**src/hwtrl_pkg.sv**
```systemverilog
// Shared constants, codes and controller/datapath interface types for the wet-time logger.
package hwtrl_pkg;

	localparam int RING_HOURS_DEF = 2048;
	localparam int SECS_PER_HOUR  = 3600;

	localparam int HOUR_W = 21;
	localparam int TIME_W = 32;
	localparam int SECS_W = 12;
	localparam int CLR_W  = 13;
	localparam int STAT_W = 3;
	localparam int ADDR_W = 3;
	localparam int DATA_W = 32;

	// epoch / 3600 == (epoch >> 4) / 225, done as a reciprocal multiply
	localparam int              DIV_PRE_SHIFT = 4;
	localparam int              DIV_MUL_W     = 29;
	localparam int              P1_W          = TIME_W - DIV_PRE_SHIFT + DIV_MUL_W;
	localparam logic [DIV_MUL_W-1:0] DIV3600_MUL = 29'd305419897;
	localparam int              DIV3600_SHIFT = 36;

	// hour % ring size uses a reciprocal with this shift
	localparam int MOD_SHIFT = 34;

	localparam logic [STAT_W-1:0] RES_IGNORED = 3'd0;
	localparam logic [STAT_W-1:0] RES_STARTED = 3'd1;
	localparam logic [STAT_W-1:0] RES_ACCUM   = 3'd2;
	localparam logic [STAT_W-1:0] RES_COMMIT  = 3'd3;
	localparam logic [STAT_W-1:0] RES_READ    = 3'd4;

	typedef struct packed {
		logic enable;
		logic [TIME_W-1:0] min_epoch;
	} hwtrl_cfg_t;

	typedef struct packed {
		logic load;
		logic hour;
		logic moda;
		logic modb;
		logic exec;
		logic sweep;
		logic finish;
	} hwtrl_cmd_t;

	typedef struct packed {
		logic clear_req;
		logic sweep_last;
		logic out_free;
	} hwtrl_sts_t;

endpackage

```
**src/hwtrl_regs.sv**
```systemverilog
// APB-style configuration registers: logging enable and minimum valid epoch.
module hwtrl_regs import hwtrl_pkg::*; (
	input  logic              clk,
	input  logic              arst_n,
	input  logic              psel,
	input  logic              penable,
	input  logic              pwrite,
	input  logic [ADDR_W-1:0] paddr,
	input  logic [DATA_W-1:0] pwdata,
	output logic [DATA_W-1:0] prdata,
	output hwtrl_cfg_t        cfg
);

	localparam logic REG_ENABLE    = 1'b0;
	localparam logic REG_MIN_EPOCH = 1'b1;

	logic              enable_q;
	logic [TIME_W-1:0] min_epoch_q;
	logic              wr_en;

	assign wr_en = psel && penable && pwrite;

	always_ff @(posedge clk or negedge arst_n) begin
		if (!arst_n) begin
			enable_q    <= 1'b0;
			min_epoch_q <= '0;
		end else if (wr_en) begin
			case (paddr[2])
				REG_ENABLE:    enable_q    <= pwdata[0];
				REG_MIN_EPOCH: min_epoch_q <= pwdata;
				default:       enable_q    <= enable_q;
			endcase
		end
	end

	always_comb begin
		case (paddr[2])
			REG_ENABLE:    prdata = {{(DATA_W-1){1'b0}}, enable_q};
			REG_MIN_EPOCH: prdata = min_epoch_q;
			default:       prdata = '0;
		endcase
	end

	assign cfg.enable    = enable_q;
	assign cfg.min_epoch = min_epoch_q;

endmodule

```
**config.mk**
```make
export PLATFORM = sky130hd
export DESIGN_NAME = hwtrl_regs
export DESIGN_NICKNAME = d
export VERILOG_FILES = /design/src/hwtrl_pkg.sv /design/src/hwtrl_regs.sv
export SDC_FILE = /design/constraint.sdc
export NUM_CORES = 1
export LEC_CHECK = 0
export BUFFER_PORTS_ARGS = -buffer_cell sky130_fd_sc_hd__buf_2
export CORE_MARGIN = 8
export CORE_UTILIZATION = 45
export CTS_CLUSTER_DIAMETER = 50
export DETAILED_ROUTE_END_ITERATION = 10
export PLACE_DENSITY = 0.91
export SYNTH_ARGS = -nofsm -noshare
export SYNTH_HDL_FRONTEND = slang
export SYNTH_SLANG_ARGS = --single-unit
```
**constraint.sdc**
```tcl
create_clock -name clk -period 1.73 [get_ports clk]
set_input_delay 0.0865 -clock clk [delete_from_list [all_inputs] [get_ports clk]]
set_output_delay 0.0865 -clock clk [all_outputs]
set_load 0.01 [all_outputs]
```
# After elaboration in Yosys (flattened, before gate mapping)
# Index checks and enable logic that the tools add are counted.
# word_totals
register_bits	33
in_bits	40
out_inout_bits	65
# classes
mux	1
bitwise_logic	1
n_reduce_logical	4
# op_table
cell	n
32-bit case mux with 2 select lines	1
2-bit AND reduction	2
1-bit logical AND	2
1-bit NOT	1

# Logic depth before layout (Yosys ltp)
# Gate-level depths: netlist of the first run.
# depth
word_depth	3
mapped_depth	3
ltp_nobuf	2

# Worst setup path after synthesis of the first run
# No wires, ideal clock.
# synth_timing
kind	input port to flip-flop
start	input port pwrite
end	register min_epoch_q[0]
t_arrival_ps	680
setup_slack_ps	925
path_stages	3
n_path_buf	1
cell_sequence	nand4_4 buf_6 mux2_4
# synth_between
elab_chain_len	2
# synth_rtl
item	line	source
from (decl)	hwtrl_regs.sv:7	input logic pwrite,
1-bit logical AND	hwtrl_regs.sv:21	assign wr_en = psel && penable && pwrite;
2-bit AND reduction (no line)	n/a	
to (signal assigned)	hwtrl_regs.sv:30	REG_MIN_EPOCH: min_epoch_q <= pwdata;
to (decl)	hwtrl_regs.sv:18	logic [TIME_W-1:0] min_epoch_q;
# Every way passes these cells.
# A chain may end at the register's enable or synchronous reset.

# Worst setup path after layout of the first run
# layout_timing
start	register enable_q
end	output port prdata[0]
# layout_between
elab_chain_len	1
# layout_rtl
item	line	source
from (decl)	hwtrl_regs.sv:17	logic enable_q;
from (signal assigned)	hwtrl_regs.sv:29	REG_ENABLE: enable_q <= pwdata[0];
from (signal assigned)	hwtrl_regs.sv:31	default: enable_q <= enable_q;
32-bit case mux with 2 select lines	hwtrl_regs.sv:37	case (paddr[2])
to (decl)	hwtrl_regs.sv:10	output logic [DATA_W-1:0] prdata,
# Every way passes these cells.

==> results of run 1 <==
[area by class of cell]
type | instances | area (um^2)
antenna | 1 | 2.502
clock buffer | 7 | 55.05
clock inverter | 1 | 30.03
fill | 224 | 804.5
multi-input combinational | 67 | 719.4
sequential | 33 | 825.8
tap | 46 | 57.56
timing repair buffer | 137 | 868.3
[metrics by stage]
step,instances,util,hold slack [ns]
3_3_place_gp,250,0.6365,0.1687
6_report,292,0.7608,0.1629
5_1_grt,292,0.7608,0.1690
2_1_floorplan,107,-,-0.2091
3_5_place_dp,250,0.6365,0.1817
4_1_cts,291,0.7600,0.1517
[power by group]
part,internal [uW],switching [uW]
Clock,345,252
Combinational,528,383
Sequential,942,130
Total,1810,765
[routing by layer]
layer,vias up,track usage,share of wire
li1,635,-,-
met1,631,0.1724,0.35
met2,60,0.3183,0.53
met3,9,0.07763,0.10
met4,0,0.07889,0.021
met5,-,0,0
[worst paths after layout]
kind	startpoint	endpoint	slack [ns]	cells after the start
max	enable_q	prdata[0]	0.51	2
min	penable	enable_q	0.16	3
max reg2reg	min_epoch_q[28]	min_epoch_q[28]	0.94	1
min reg2reg	min_epoch_q[6]	min_epoch_q[6]	0.54	1
max in group asynchronous	arst_n	min_epoch_q[18]	0.92	2
min in group asynchronous	arst_n	min_epoch_q[0]	0.35	2
[registers in the layout, indices dropped and copies added (netlist names)]
signal / flops
min_epoch_q: 32
enable_q: 1
[critical path, cell delays in order (launching register included)]
cell and delay [ns]:
dfrtp_1 0.40, mux2_2 0.26, buf_2 0.14
[cell usage in the layout (no fill, tap or decap), drive strengths merged]
master / synthesis / routed
buf: 4 / 104
mux2: 34 / 34
dfrtp: 33 / 33
dlygate4sd3: 0 / 33
and2: 31 / 31
clkbuf: 3 / 7
diode: 0 / 1
nand4: 1 / 1
nand4b: 1 / 1
bufinv: 0 / 1
[cell families (layout without fill, tap and decap cells)]
group	Yosys count	in the layout	synth area share
and+or+nand+nor	33	33	0.1402
other	0	1	0
buffers and inverters	7	145	0.03289
muxes	34	34	0.3101
DFF	33	33	0.5168
[what timing repair did]
item / in CTS / in global routing
endpoints found under the hold margin: 66 / 0
endpoints found under the setup margin: 0 / 0
hold buffers: 33 / 0
==> flow_summary.yaml, run 1 <==
yosys:
  syn_nets: 147
  synth_top_area_share: 0.5168
  syn_area_per_cell_um2: 14.93
  synth.most_common_cell: "dfrtp_1"
  synth.cell_area_mm2: 0.001598
  yosys-top-cells-area: "dfrtp_1, mux2_4, and2_1"
  yosys-top-cells-count: "dfrtp_1, and2_1, mux2_4"
  synthArstFlopShare: 1.000
  synth_area_leader_cell: "dfrtp_1"
  synth_edf_count: 0
  ys_ff_latch: 33
  synth_cell_types: 9
  ys_warn_count: 0
  synth-main-ff-cell: "dfrtp_1"
  ys_seq_area_frac: 0.5168
  syn_inst: 107
die:
  rows: 21
  die_w_um: 75.59
  coreArea_mm2: 0.003363
  start_util: 0.4751
  io-pin-count: 105
  chipHeight_um: 75.59
  die_area_mm2: 0.005713
timing:
  tightest_slew_ns: 0.7081
  period_minus_slack_ns: 1.221
  finalCritPeriodShare: 0.7057
  setup_tns_ns: 0
  final_hold_viol_count: 0
  slew_headroom: 0.5279
  fmax_mhz: 819.1
  setup_viol: 0
  fin_ws_ns: 0.5092
  slew_viol_final: 0
  fin_skew_ns: 0
  rsz0062_at_grt: "false"
job:
  cap_violations: 0
cts:
  cts_tree: "yes"
  ctsHtreeMaxLevel: 2
  clk_latency_ns: 0.33
  cts_buffers: 5
  cts_resized: 0
  cts_buffer_depth: 2
  clockRootBuffer: "clkbuf_4"
  cts_sinks: 33
  clk_pin_slew_ns: 0.10
  cts_setup_buffers: 0
grt:
  grt-ovfl-total: 0
  grt_pass1_wl_um: 7403
  grt_max_degree: 34
  track_usage: 0.1777
  antenna_found_initial: 1
  grt_pass1_vias: 1500
place:
  place.gp.congestion: 0.7357
  place_hpwl_um: 3198
  place_ws_ns: 0.3887
  io_buffers: 102
  placed_area_mm2: 0.002141
hold_path:
  min_path_type: "primary input to flip-flop"
setup_path:
  cp-end-kind: "output pin"
  cp.required_ns: 1.64
  path_max_fanout: 3
  start_kind: "flip-flop"
  cp.arrival_ns: 1.13
  critPathKind: "flip-flop to output pin"
finish:
  drive_above_1_share: 0.5959
  syn_to_final_growth_pct: 60.14
  nNetsFinal: 284
  design_area_mm2: 0.002559
pwr:
  p_leak_uw: 0.001423
  fin_total_pwr_uw: 2579
  p_per_area_mw_per_mm2: 1008
  max-vdd-ir-drop_mv: 0.6614
detailed_routing:
  via_count: 1335
  viasPerCell: 4.572
  wl_um: 4838
  drtIter0Drc: 24
  drtPass1Iterations: 4
  drc: 0
  wl_per_cell_um: 16.57
  antenna_left: 0
run_status:
  run_status: "finished clean"
No activity file was read; power rests on OpenSTA's default activity.
==> inputs of run 2 (changes only) <==
Settings changed: CORE_UTILIZATION 45 to 42, PLACE_DENSITY 0.91 to 0.86.
Clock period 1.73 ns to 1.2 ns, I/O delays scaled along.
==> flow_summary.yaml, run 2 (synthesized netlist as in run 1, its figures left out) <==
run_status:
  run_status: "finished clean"
detailed_routing:
  drc: 0
  wl_per_cell_um: 16.26
  wl_um: 4389
  viasPerCell: 4.581
  via_count: 1237
  drtPass1Iterations: 2
  antenna_left: 0
  drtIter0Drc: 20
timing:
  hold-worst-slack_ns: 0.007279
  period_minus_slack_ns: 1.154
  fin_ws_ns: 0.04574
  fmax_mhz: 866.4
  finalCritPeriodShare: 0.9619
  slew_headroom: 0.7590
  final_hold_viol_count: 0
  slew_viol_final: 0
  setup_viol: 0
  fin_skew_ns: 0
  tightest_slew_ns: 0.3615
  rsz0062_at_grt: "false"
  setup_tns_ns: 0
finish:
  final_cell_mix: "buf_2, dfrtp_1, and2_1"
  nFillCells: 286
  syn_to_final_growth_pct: 48.47
  drive_above_1_share: 0.6802
  biggestRegsByFlops: "min_epoch_q (32), enable_q (1)"
  diodes: 0
  regMostFlops: "min_epoch_q"
  mostFrequentLayoutCell: "buf_2"
  nNetsFinal: 261
  largest_reg_flops: 32
  design_area_mm2: 0.002372
grt:
  grt_max_degree: 22
  grt-ovfl-total: 0
  grt_pass1_vias: 1381
  grt_pass1_wl_um: 6913
  track_usage: 0.1447
  antenna_found_initial: 0
setup_path:
  cp-end-kind: "output pin"
  critPathSlowestCell: "dfrtp_1"
  cp.arrival_ns: 1.09
  ff2ff_setup_slack_ns: 0.29
  crit_family: "flip-flops"
  path_cells: "mux2_2, buf_2"
  start_kind: "flip-flop"
  critPathBufInv: 1
  critPathKind: "flip-flop to output pin"
  path_max_fanout: 3
  cp.required_ns: 1.14
  critPathMaxStageDelay_ns: 0.41
pwr:
  max-vdd-ir-drop_mv: 0.8274
  p_per_area_mw_per_mm2: 1631
  p_leak_uw: 0.001354
cts:
  cts_tree: "yes"
  cts_sinks: 33
  cts_buffers: 5
  ctsHtreeMaxLevel: 2
  clk_latency_ns: 0.28
  cts_buffer_depth: 2
  clk_pin_slew_ns: 0.07
  cts_resized: 0
  clockRootBuffer: "clkbuf_8"
die:
  io-pin-count: 105
  rows: 22
  start_util: 0.4364
  die_area_mm2: 0.006034
  coreArea_mm2: 0.003661
  chipHeight_um: 77.68
  die_w_um: 77.68
place:
  placed_area_mm2: 0.002191
  io_buffers: 102
  place_ws_ns: 0.2300
  place.gp.congestion: 0.6671
hold_path:
  min_path_type: "primary input to flip-flop"
job:
  cap_violations: 0
run 2: cell types whose count changed in the layout (fill, tap and decap cells not counted):
cell           delta
buf_12            +2
clkbuf_8          +5
dlygate4sd3_1    -28
clkbuf_4          -5
diode_2           -1
buf_4             +3
run 2: final timing paths:
path / from / endpoint / cells past startpoint
worst max register to register: min_epoch_q[0] / min_epoch_q[0] / 2
worst min-delay path: pwdata[6] / min_epoch_q[6] / 2
min in group asynchronous: arst_n / min_epoch_q[30] / 2
max in group asynchronous: arst_n / min_epoch_q[17] / 3
worst max-delay path: min_epoch_q[0] / prdata[0] / 2
worst min register to register: min_epoch_q[11] / min_epoch_q[11] / 1
run 2: cell type report:
| cell class | count | area (um^2) | area share |
|---|---|---|---|
| multi-input cells | 67 | 719.4 | 0.3033 |
| well taps | 48 | 60.06 | 0.02532 |
| repair buffers | 114 | 650.6 | 0.2743 |
| flip-flops and latches | 33 | 825.8 | 0.3481 |
| clock inverters | 1 | 30.03 | 0.01266 |
| clock buffers | 7 | 86.33 | 0.03639 |
run 2: report_power, final:
| group | internal, uW | switching (uW) | total, uW | leakage, uW |
|---|---|---|---|---|
| Sequential | 1360 | 192 | 1550 | 0.000396 |
| Combinational | 730 | 531 | 1260 | 0.000899 |
| Clock | 677 | 379 | 1060 | 0.0000585 |
run 2: metal layers:
layer / GRT usage / up-vias / wire length, um
met5: 0 / - / 0
met4: 0.06792 / 0 / 68
met3: 0.07488 / 5 / 454
met2: 0.2490 / 60 / 2239
met1: 0.1406 / 588 / 1625
li1: - / 584 / -
run 2: what timing repair did:
action / in CTS / in global routing
buffers inserted: 0 / 2
hold buffers: 3 / 2
endpoints found under the setup margin: 0 / 1
endpoints found under the hold margin: 27 / 2
run 2: worst reg2reg max path, delay by kind of cell (launching register included):
family / cells / cell delay (ns)
muxes: 1 / 0.25
buffers and inverters: 1 / 0.14
DFF: 1 / 0.41
run 2: stage by stage:
stage	total power, uW	util	std cells
after floorplan	2224	-	107
after global placement	2776	0.5984	255
after detailed placement	2816	0.5984	255
after CTS	3887	0.6384	266
after global routing	4084	0.6480	270
final	3869	0.6480	270
