[config.mk]
export PLATFORM = sky130hd
export DESIGN_NAME = hwtrl_ctrl
export DESIGN_NICKNAME = d
export VERILOG_FILES = /design/src/hwtrl_pkg.sv /design/src/hwtrl_ctrl.sv
export SDC_FILE = /design/constraint.sdc
export NUM_CORES = 1
export LEC_CHECK = 0
export BUFFER_PORTS_ARGS = -buffer_cell sky130_fd_sc_hd__buf_2
export CORE_AREA = 4 4 41 43
export CTS_CLUSTER_DIAMETER = 50
export CTS_CLUSTER_SIZE = 30
export DETAILED_ROUTE_END_ITERATION = 8
export DIE_AREA = 0 0 45 47
export HOLD_SLACK_MARGIN = 0.08
export PLACE_DENSITY = 0.43
export RECOVER_POWER = 100
export SLEW_MARGIN = 20
export SYNTH_ARGS = -nofsm -noshare
export SYNTH_HDL_FRONTEND = slang
export SYNTH_SLANG_ARGS = --single-unit
[constraint.sdc]
create_clock -name clk -period 2.6 [get_ports clk]
set_input_delay 0.26 -clock clk [delete_from_list [all_inputs] [get_ports clk]]
set_output_delay 0.26 -clock clk [all_outputs]
set_load 0.03 [all_outputs]
[src/hwtrl_pkg.sv]
// Shared constants, codes and controller/datapath interface types for the wet-time logger.
package hwtrl_pkg;

	localparam int RING_HOURS_DEF = 2048;
	localparam int SECS_PER_HOUR  = 3600;

	localparam int HOUR_W = 21;
	localparam int TIME_W = 32;
	localparam int SECS_W = 12;
	localparam int CLR_W  = 13;
	localparam int STAT_W = 3;
	localparam int ADDR_W = 3;
	localparam int DATA_W = 32;

	// epoch / 3600 == (epoch >> 4) / 225, done as a reciprocal multiply
	localparam int              DIV_PRE_SHIFT = 4;
	localparam int              DIV_MUL_W     = 29;
	localparam int              P1_W          = TIME_W - DIV_PRE_SHIFT + DIV_MUL_W;
	localparam logic [DIV_MUL_W-1:0] DIV3600_MUL = 29'd305419897;
	localparam int              DIV3600_SHIFT = 36;

	// hour % ring size uses a reciprocal with this shift
	localparam int MOD_SHIFT = 34;

	localparam logic [STAT_W-1:0] RES_IGNORED = 3'd0;
	localparam logic [STAT_W-1:0] RES_STARTED = 3'd1;
	localparam logic [STAT_W-1:0] RES_ACCUM   = 3'd2;
	localparam logic [STAT_W-1:0] RES_COMMIT  = 3'd3;
	localparam logic [STAT_W-1:0] RES_READ    = 3'd4;

	typedef struct packed {
		logic enable;
		logic [TIME_W-1:0] min_epoch;
	} hwtrl_cfg_t;

	typedef struct packed {
		logic load;
		logic hour;
		logic moda;
		logic modb;
		logic exec;
		logic sweep;
		logic finish;
	} hwtrl_cmd_t;

	typedef struct packed {
		logic clear_req;
		logic sweep_last;
		logic out_free;
	} hwtrl_sts_t;

endpackage

[src/hwtrl_ctrl.sv]
// Controller state machine: sequences request load, hour/slot arithmetic, update and ring sweeps.
module hwtrl_ctrl import hwtrl_pkg::*; (
	input  logic       clk,
	input  logic       arst_n,
	input  logic       in_valid,
	output logic       in_ready,
	input  hwtrl_sts_t sts,
	output hwtrl_cmd_t cmd
);

	localparam logic [2:0] S_INIT  = 3'd0;
	localparam logic [2:0] S_IDLE  = 3'd1;
	localparam logic [2:0] S_HOUR  = 3'd2;
	localparam logic [2:0] S_MODA  = 3'd3;
	localparam logic [2:0] S_MODB  = 3'd4;
	localparam logic [2:0] S_EXEC  = 3'd5;
	localparam logic [2:0] S_SWEEP = 3'd6;
	localparam logic [2:0] S_DONE  = 3'd7;

	logic [2:0] state_q;
	logic [2:0] state_d;

	assign in_ready = (state_q == S_IDLE);

	always_comb begin
		state_d    = state_q;
		cmd        = '0;
		case (state_q)
			S_INIT: begin
				cmd.sweep = 1'b1;
				if (sts.sweep_last) state_d = S_IDLE;
			end
			S_IDLE: begin
				if (in_valid) begin
					cmd.load = 1'b1;
					state_d  = S_HOUR;
				end
			end
			S_HOUR: begin
				cmd.hour = 1'b1;
				state_d  = S_MODA;
			end
			S_MODA: begin
				cmd.moda = 1'b1;
				state_d  = S_MODB;
			end
			S_MODB: begin
				cmd.modb = 1'b1;
				state_d  = S_EXEC;
			end
			S_EXEC: begin
				cmd.exec = 1'b1;
				state_d  = sts.clear_req ? S_SWEEP : S_DONE;
			end
			S_SWEEP: begin
				cmd.sweep = 1'b1;
				if (sts.sweep_last) state_d = S_DONE;
			end
			S_DONE: begin
				// hold until the output register can take the result
				if (sts.out_free) begin
					cmd.finish = 1'b1;
					state_d    = S_IDLE;
				end
			end
			default: state_d = S_INIT;
		endcase
	end

	always_ff @(posedge clk or negedge arst_n) begin
		if (!arst_n) begin
			state_q <= S_INIT;
		end else begin
			state_q <= state_d;
		end
	end

endmodule

Word level (Yosys, flattened, before mapping). Index checks and enable logic that the tools add are counted. Widths: inputs -> output; s select.

Input port bits: 6. Bits in registers: 3. Output and inout port bits: 8. Word-level logic and storage cells: 30.

Equality and inequality tests: 11. Muxes and demuxes: 15. Reduce and logical (&&, ||, !) cells: 3.

Operators with widths (count): $pmux 3 s8 (1); $eq 3x3->1 const B (4); $mux 3 (4); $mux 1 (10); $ne 2x2->1 const B (4); $eq 3x2->1 const B (2); $reduce_and 4->1 (1); $eq 3x1->1 const B (1); $logic_not 3->1 (1); $reduce_or 2->1 (1).

Logic depth before layout (Yosys ltp). Gate-level depths: netlist of run 1.

Word-level depth: 3. Mapped depth: 4. Gate-level depth less buffers: 3.

Worst setup path after synthesis of run 1. Ideal clock, no wire load.

Path kind: register -> output. From: reg state_q[2]. To: out cmd[6] in the netlist's numbering. Data arrival time: 1.381 ns. Path slack: 0.959 ns. Stages on the path, launching flop included: 4. Cells stage by stage: dfrtp_1 -> nand2b_1 -> nor2_1 -> and2_1.

RTL lines: start: declaration (RTL line hwtrl_ctrl.sv:20) `logic [2:0] state_q;`; start signal: assignment (RTL line hwtrl_ctrl.sv:74) `state_q <= state_d;`; end: declaration (RTL line hwtrl_ctrl.sv:8) `output hwtrl_cmd_t cmd`.

==> results.cfg, run 1 <==
[critical_path]
path_buf_inv = 1
slowest_stage = dfrtp_1
critPathKind = flop to output pin
required_ns = 2.34
critPathArrivalTime_ns = 1.46
cpPeakStageDelay_ns = 0.54
start_kind = flop
cp-end-kind = output pin
path_cells = nand2b_1 > nor2_1 > and2_1 > clkbuf_1
crit_fanout = 12
crit_family = flip-flops

[final_layout]
finalInstanceArea_um2 = 308
drive_gt1_share_pct = 20.9
diodes = 0
largest_registers = state_q (3)
regMostFlops = state_q
area_growth_syn_to_layout_pct = 43.0
nNetsFinal = 50
largest_reg_flops = 3
fin_cells = 58

[sta]
maxSlewViolCount = 0
worst_pin_slew_ns = 0.366
rsz0062_at_grt = no
setup_tns_ns = 0
max_freq_ghz = 0.580
finClkSkew_ns = 0.00881
final-setup-viol-count = 0
slew_headroom_pct = 75.6
whs_ns = 0.275
min_period_ns = 1.72
hold_viol_final = 0
finalCritPeriodShare_pct = 66.3

[synth]
yosys.area.top_type = dfrtp_1
syn_avg_cell_area_um2 = 7.97
synthesis.area_um2 = 215
netlist_instances = 27
yosys_warnings = 0
synth-seq-cells = 3
synth_nets = 33
synth_top_area_share_pct = 34.9
synthFlopType = dfrtp_1
synth_area_leaders = dfrtp_1, nor2_1, a21oi_1, nor3b_1, buf_6
seq_area_frac_synth_pct = 34.9
synthArstFlopShare_pct = 100
synth_edf_count = 0
ys_types = 17

[placement]
io_buffers = 13
place_area_um2 = 283
dpl.cell_count = 53
place_congestion = 0.657
place_hpwl_um = 432

[clock_network]
cts_made_buffers = 3
cts_max_level = 1
cts_tree = built
root_buffer = clkbuf_4
clock_path_buffers = 2
clk_pin_slew_ns = 0.04
cts.sinks = 3
worstSkewPairLatency_ns = 0.24

[global_routing]
grt_max_degree = 14
grt_pass1_vias = 231
grtUsageTotal_pct = 7.67
grt_pass1_wl_um = 1080
antenna_found_initial = 0
grt_overflow = 0

[run]
maxCapViolCount = 0

[power_and_ir_drop]
p_switching_uw = 230
p_int_uw = 198
combinationalPowerShare_pct = 50.8
p_per_area_nw_per_um2 = 1390
pwr-share-seq_pct = 29.6
p_leak_uw = 0.000127
clkPwrFrac_pct = 19.6
switching_share_pct = 53.7
max-vdd-ir-drop_uv = 600

[route]
ant_nets = 0
via_per_inst = 4.31
drc = 0
dr.pass1.iters = 2
vias = 250
drt_iter0_drc = 4
drt-total-wl_um = 603
wl_per_cell_um = 10.4

[floorplan]
die_h_um = 47
fp-row-count = 13
die-area_um2 = 2120
core_area_um2 = 1300
die_width_um = 45
start_util_pct = 16.5
io_pins = 14

[min_path]
hold_path_class = primary input to flop

[status]
outcome = finished, final reports clean
cell usage after synthesis, drive strengths merged, types with 2 or more instances:
library cell,count
nor2,5
buf,2
dfrtp,3
a21oi,3
nor3b,2
nand2,2
worst reg2reg max path: cells and delay by family, from the launching register on:
family	cells	cell delay, ns
AOI/OAI and AO/OA	1	0.22
DFF	1	0.50
and+or+nand+nor	2	0.36
placed cells by master, fill, tap and decap left out, drive strengths merged:
master,Yosys,layout
clkbuf,0,13
nor2,5,5
buf,2,4
a21oi,3,3
dfrtp,3,3
nor3b,2,2
nand2,2,2
nand2b,1,1
inv,1,1
nor3,1,1
and3,1,1
and2,1,1
or2,1,1
nand3,1,1
o221a,1,1
a211oi,1,1
o32ai,1,1
dlygate4sd3,0,1
path summary, 6_finish.rpt:
kind	start	end	slack, ns	cells past startpoint
max	state_q[0]$_DFFE_PN0P_	cmd[6]	0.88	4
min	sts[1]	state_q[0]$_DFFE_PN0P_	0.27	3
max reg2reg	state_q[1]$_DFFE_PN0P_	state_q[0]$_DFFE_PN0P_	1.41	3
min reg2reg	state_q[2]$_DFFE_PN0P_	state_q[2]$_DFFE_PN0P_	0.62	2
max in group asynchronous	arst_n	state_q[2]$_DFFE_PN0P_	2.09	2
min in group asynchronous	arst_n	state_q[0]$_DFFE_PN0P_	0.35	2
cells by family after synthesis:
kind of cell / Yosys count / synth area share [%]
compound gates: 6 / 19.8
buf+inv: 3 / 9.30
flops: 3 / 34.9
simple gates: 15 / 36.0
per-stage QoR:
| step | power [µW] | setup WS [ns] | utilization, % |
|---|---|---|---|
| after floorplan | 309 | 0.959 | - |
| after global placement | 354 | 1.26 | 21.7 |
| after CTS | 443 | 0.997 | 24.5 |
| after detailed placement | 353 | 1.25 | 21.7 |
| final | 428 | 0.876 | 23.7 |
| after global routing | 476 | 0.728 | 23.7 |
final cells by class:
class                   count  area (µm²)
flip-flops and latches      3        75.1
multi-input cells          21         120
fillers                   161         993
clock buffers               4        26.3
repair buffers             14        63.8
inverters                   1        3.75
well taps                  15        18.8
layer usage:
metal / GRT usage (%) / vias to the layer above / part of all wire (%)
met5: 0 / - / 0
met1: 9.36 / 111 / 46
met2: 8.76 / 13 / 37
met3: 7.28 / 0 / 17
li1: - / 126 / -
met4: 3.51 / 0 / 0
power groups by stage:
stage / registers (µW) / logic [µW] / clock network, µW
final: 127 / 218 / 83.8
after global routing: 136 / 243 / 97.0
after CTS: 125 / 232 / 85.7
after detailed placement: 126 / 228 / 0
after global placement: 125 / 229 / 0
after floorplan: 88.3 / 220 / 0
repair_timing:
| action | in CTS | in global routing |
|---|---|---|
| hold endpoints to repair | 3 | 0 |
| setup buffers | 0 | 0 |
| hold buffers | 1 | 0 |
| resized for setup | 0 | 0 |
No activity file was read; power rests on OpenSTA's default activity.
==> inputs of run 2 (changes only) <==
- PLACE_DENSITY: 0.43 -> 0.44
- clock period: 2.6 -> 1.4 ns (I/O delays scaled with it)
==> run 2 against run 1 <==
Register-to-register slack worse by 1.2 ns. Non-clock buffer count rose by 5. Core utilization increased by 6.0 points. Largest power group unchanged. Sequential power increased by 66%. Cell count increased by 8.6%. Wire length grew 12%. Highest routed layer unchanged. Critical endpoint unchanged. Hold slack got worse by 0.088 ns. Via count increased by 10%.
==> results.cfg, run 2 (synthesis results as in run 1) <==
[status]
outcome = finished, final reports clean

[final_layout]
largest_reg_flops = 3
nNetsFinal = 55
diodes = 0
largest_registers = state_q (3)
layout_commonest_cell = buf_2
fin_cells = 63
drive_gt1_share_pct = 60.4
layout_common_cells = buf_2, nor2_1, clkbuf_2, buf_4
finalInstanceArea_um2 = 385
regMostFlops = state_q
area_growth_syn_to_layout_pct = 79.1

[power_and_ir_drop]
max-vdd-ir-drop_uv = 851
p_leak_uw = 0.000183
finalPower_uw = 967
p_per_area_nw_per_um2 = 2510

[run]
maxCapViolCount = 0

[sta]
finClkSkew_ns = 0.000877
rsz0062_at_grt = yes
whs_ns = 0.187
setup_tns_ns = 0
worst_pin_slew_ns = 0.225
max_freq_ghz = 0.732
maxSlewViolCount = 0
min_period_ns = 1.37
finalCritPeriodShare_pct = 97.6
hold_viol_final = 0
final-setup-viol-count = 0
slew_headroom_pct = 84.9

[route]
wl_per_cell_um = 10.7
drc = 0
drt-total-wl_um = 673
vias = 276
dr.pass1.iters = 2
via_per_inst = 4.38
drt_iter0_drc = 5
ant_nets = 0

[critical_path]
crit_fanout = 8
critPathKind = flop to output pin
cp-end-kind = output pin
start_kind = flop
required_ns = 1.26
critPathArrivalTime_ns = 1.23

[min_path]
hold_path_class = primary input to flop

[placement]
place_hpwl_um = 456
dpl.cell_count = 54
place_congestion = 0.700
place_area_um2 = 303
io_buffers = 13

[floorplan]
die-area_um2 = 2120
io_pins = 14
fp-row-count = 13
die_h_um = 47
core_area_um2 = 1300
die_width_um = 45
start_util_pct = 16.5

[clock_network]
clk_pin_slew_ns = 0.04
cts_tree = built
cts.sinks = 3
root_buffer = clkbuf_4
cts_made_buffers = 3
cts_max_level = 1
worstSkewPairLatency_ns = 0.23
clock_path_buffers = 2

[global_routing]
grt_pass1_vias = 229
antenna_found_initial = 0
grt_overflow = 0
grt_max_degree = 13
grtUsageTotal_pct = 6.49
grt_pass1_wl_um = 952
[run 2: cell types whose count changed in the layout (fill, tap and decap cells not counted), sizes merged]
cell    delta
clkbuf     -4
buf        +9
[run 2: repair_timing]
item	4_1_cts	5_1_grt
hold endpoints to repair	3	0
endpoints found under the setup margin	4	5
hold buffers	1	0
setup buffers	0	4
resized for setup	5	3
[run 2: worst paths after layout]
path	start	endpoint	slack (ns)	cells after the start
setup / recovery	state_q[1]$_DFFE_PN0P_	cmd[6]	0.03	4
hold / removal	sts[1]	state_q[0]$_DFFE_PN0P_	0.19	3
setup reg to reg	state_q[1]$_DFFE_PN0P_	state_q[1]$_DFFE_PN0P_	0.24	4
hold reg to reg	state_q[2]$_DFFE_PN0P_	state_q[2]$_DFFE_PN0P_	0.67	3
max in group asynchronous	arst_n	state_q[1]$_DFFE_PN0P_	0.97	2
min in group asynchronous	arst_n	state_q[0]$_DFFE_PN0P_	0.25	2
[run 2: report_power, final]
part / switching, µW / total, µW / leakage, µW / internal [µW]
clock: 45.9 / 153 / 0.0000150 / 107
sequential: 73.9 / 211 / 0.0000300 / 137
combinational: 349 / 604 / 0.000138 / 255
total: 469 / 967 / 0.000183 / 499
[run 2: worst max-delay path, stage by stage, from the launching register on]
cell and delay [ns]:
dfrtp_2 0.44, buf_4 0.17, nor2_2 0.10, and2_1 0.14, buf_6 0.13
[run 2: layer usage]
| metal | share of wire [%] | routed length (µm) | track usage, % |
|---|---|---|---|
| met5 | 0 | 0 | 0 |
| met4 | 0 | 0 | 1.75 |
| met3 | 9.8 | 66 | 4.60 |
| met2 | 43 | 287 | 9.04 |
| met1 | 48 | 320 | 8.01 |
[run 2: through the flow]
stage | utilization (%) | setup WS [ns]
3_3_place_gp | 23.3 | 0.166
6_report | 29.6 | 0.0342
4_1_cts | 26.7 | 0.00602
3_5_place_dp | 23.3 | 0.161
5_1_grt | 29.6 | -0.0194
2_1_floorplan | - | 0.0253
[run 2: layout make-up]
cell class	count	area (µm²)
flip-flops and latches	3	78.8
repair buffers	19	121
inverters	1	3.75
well taps	15	18.8
multi-input cells	21	136
fillers	145	916
clock buffers	4	26.3
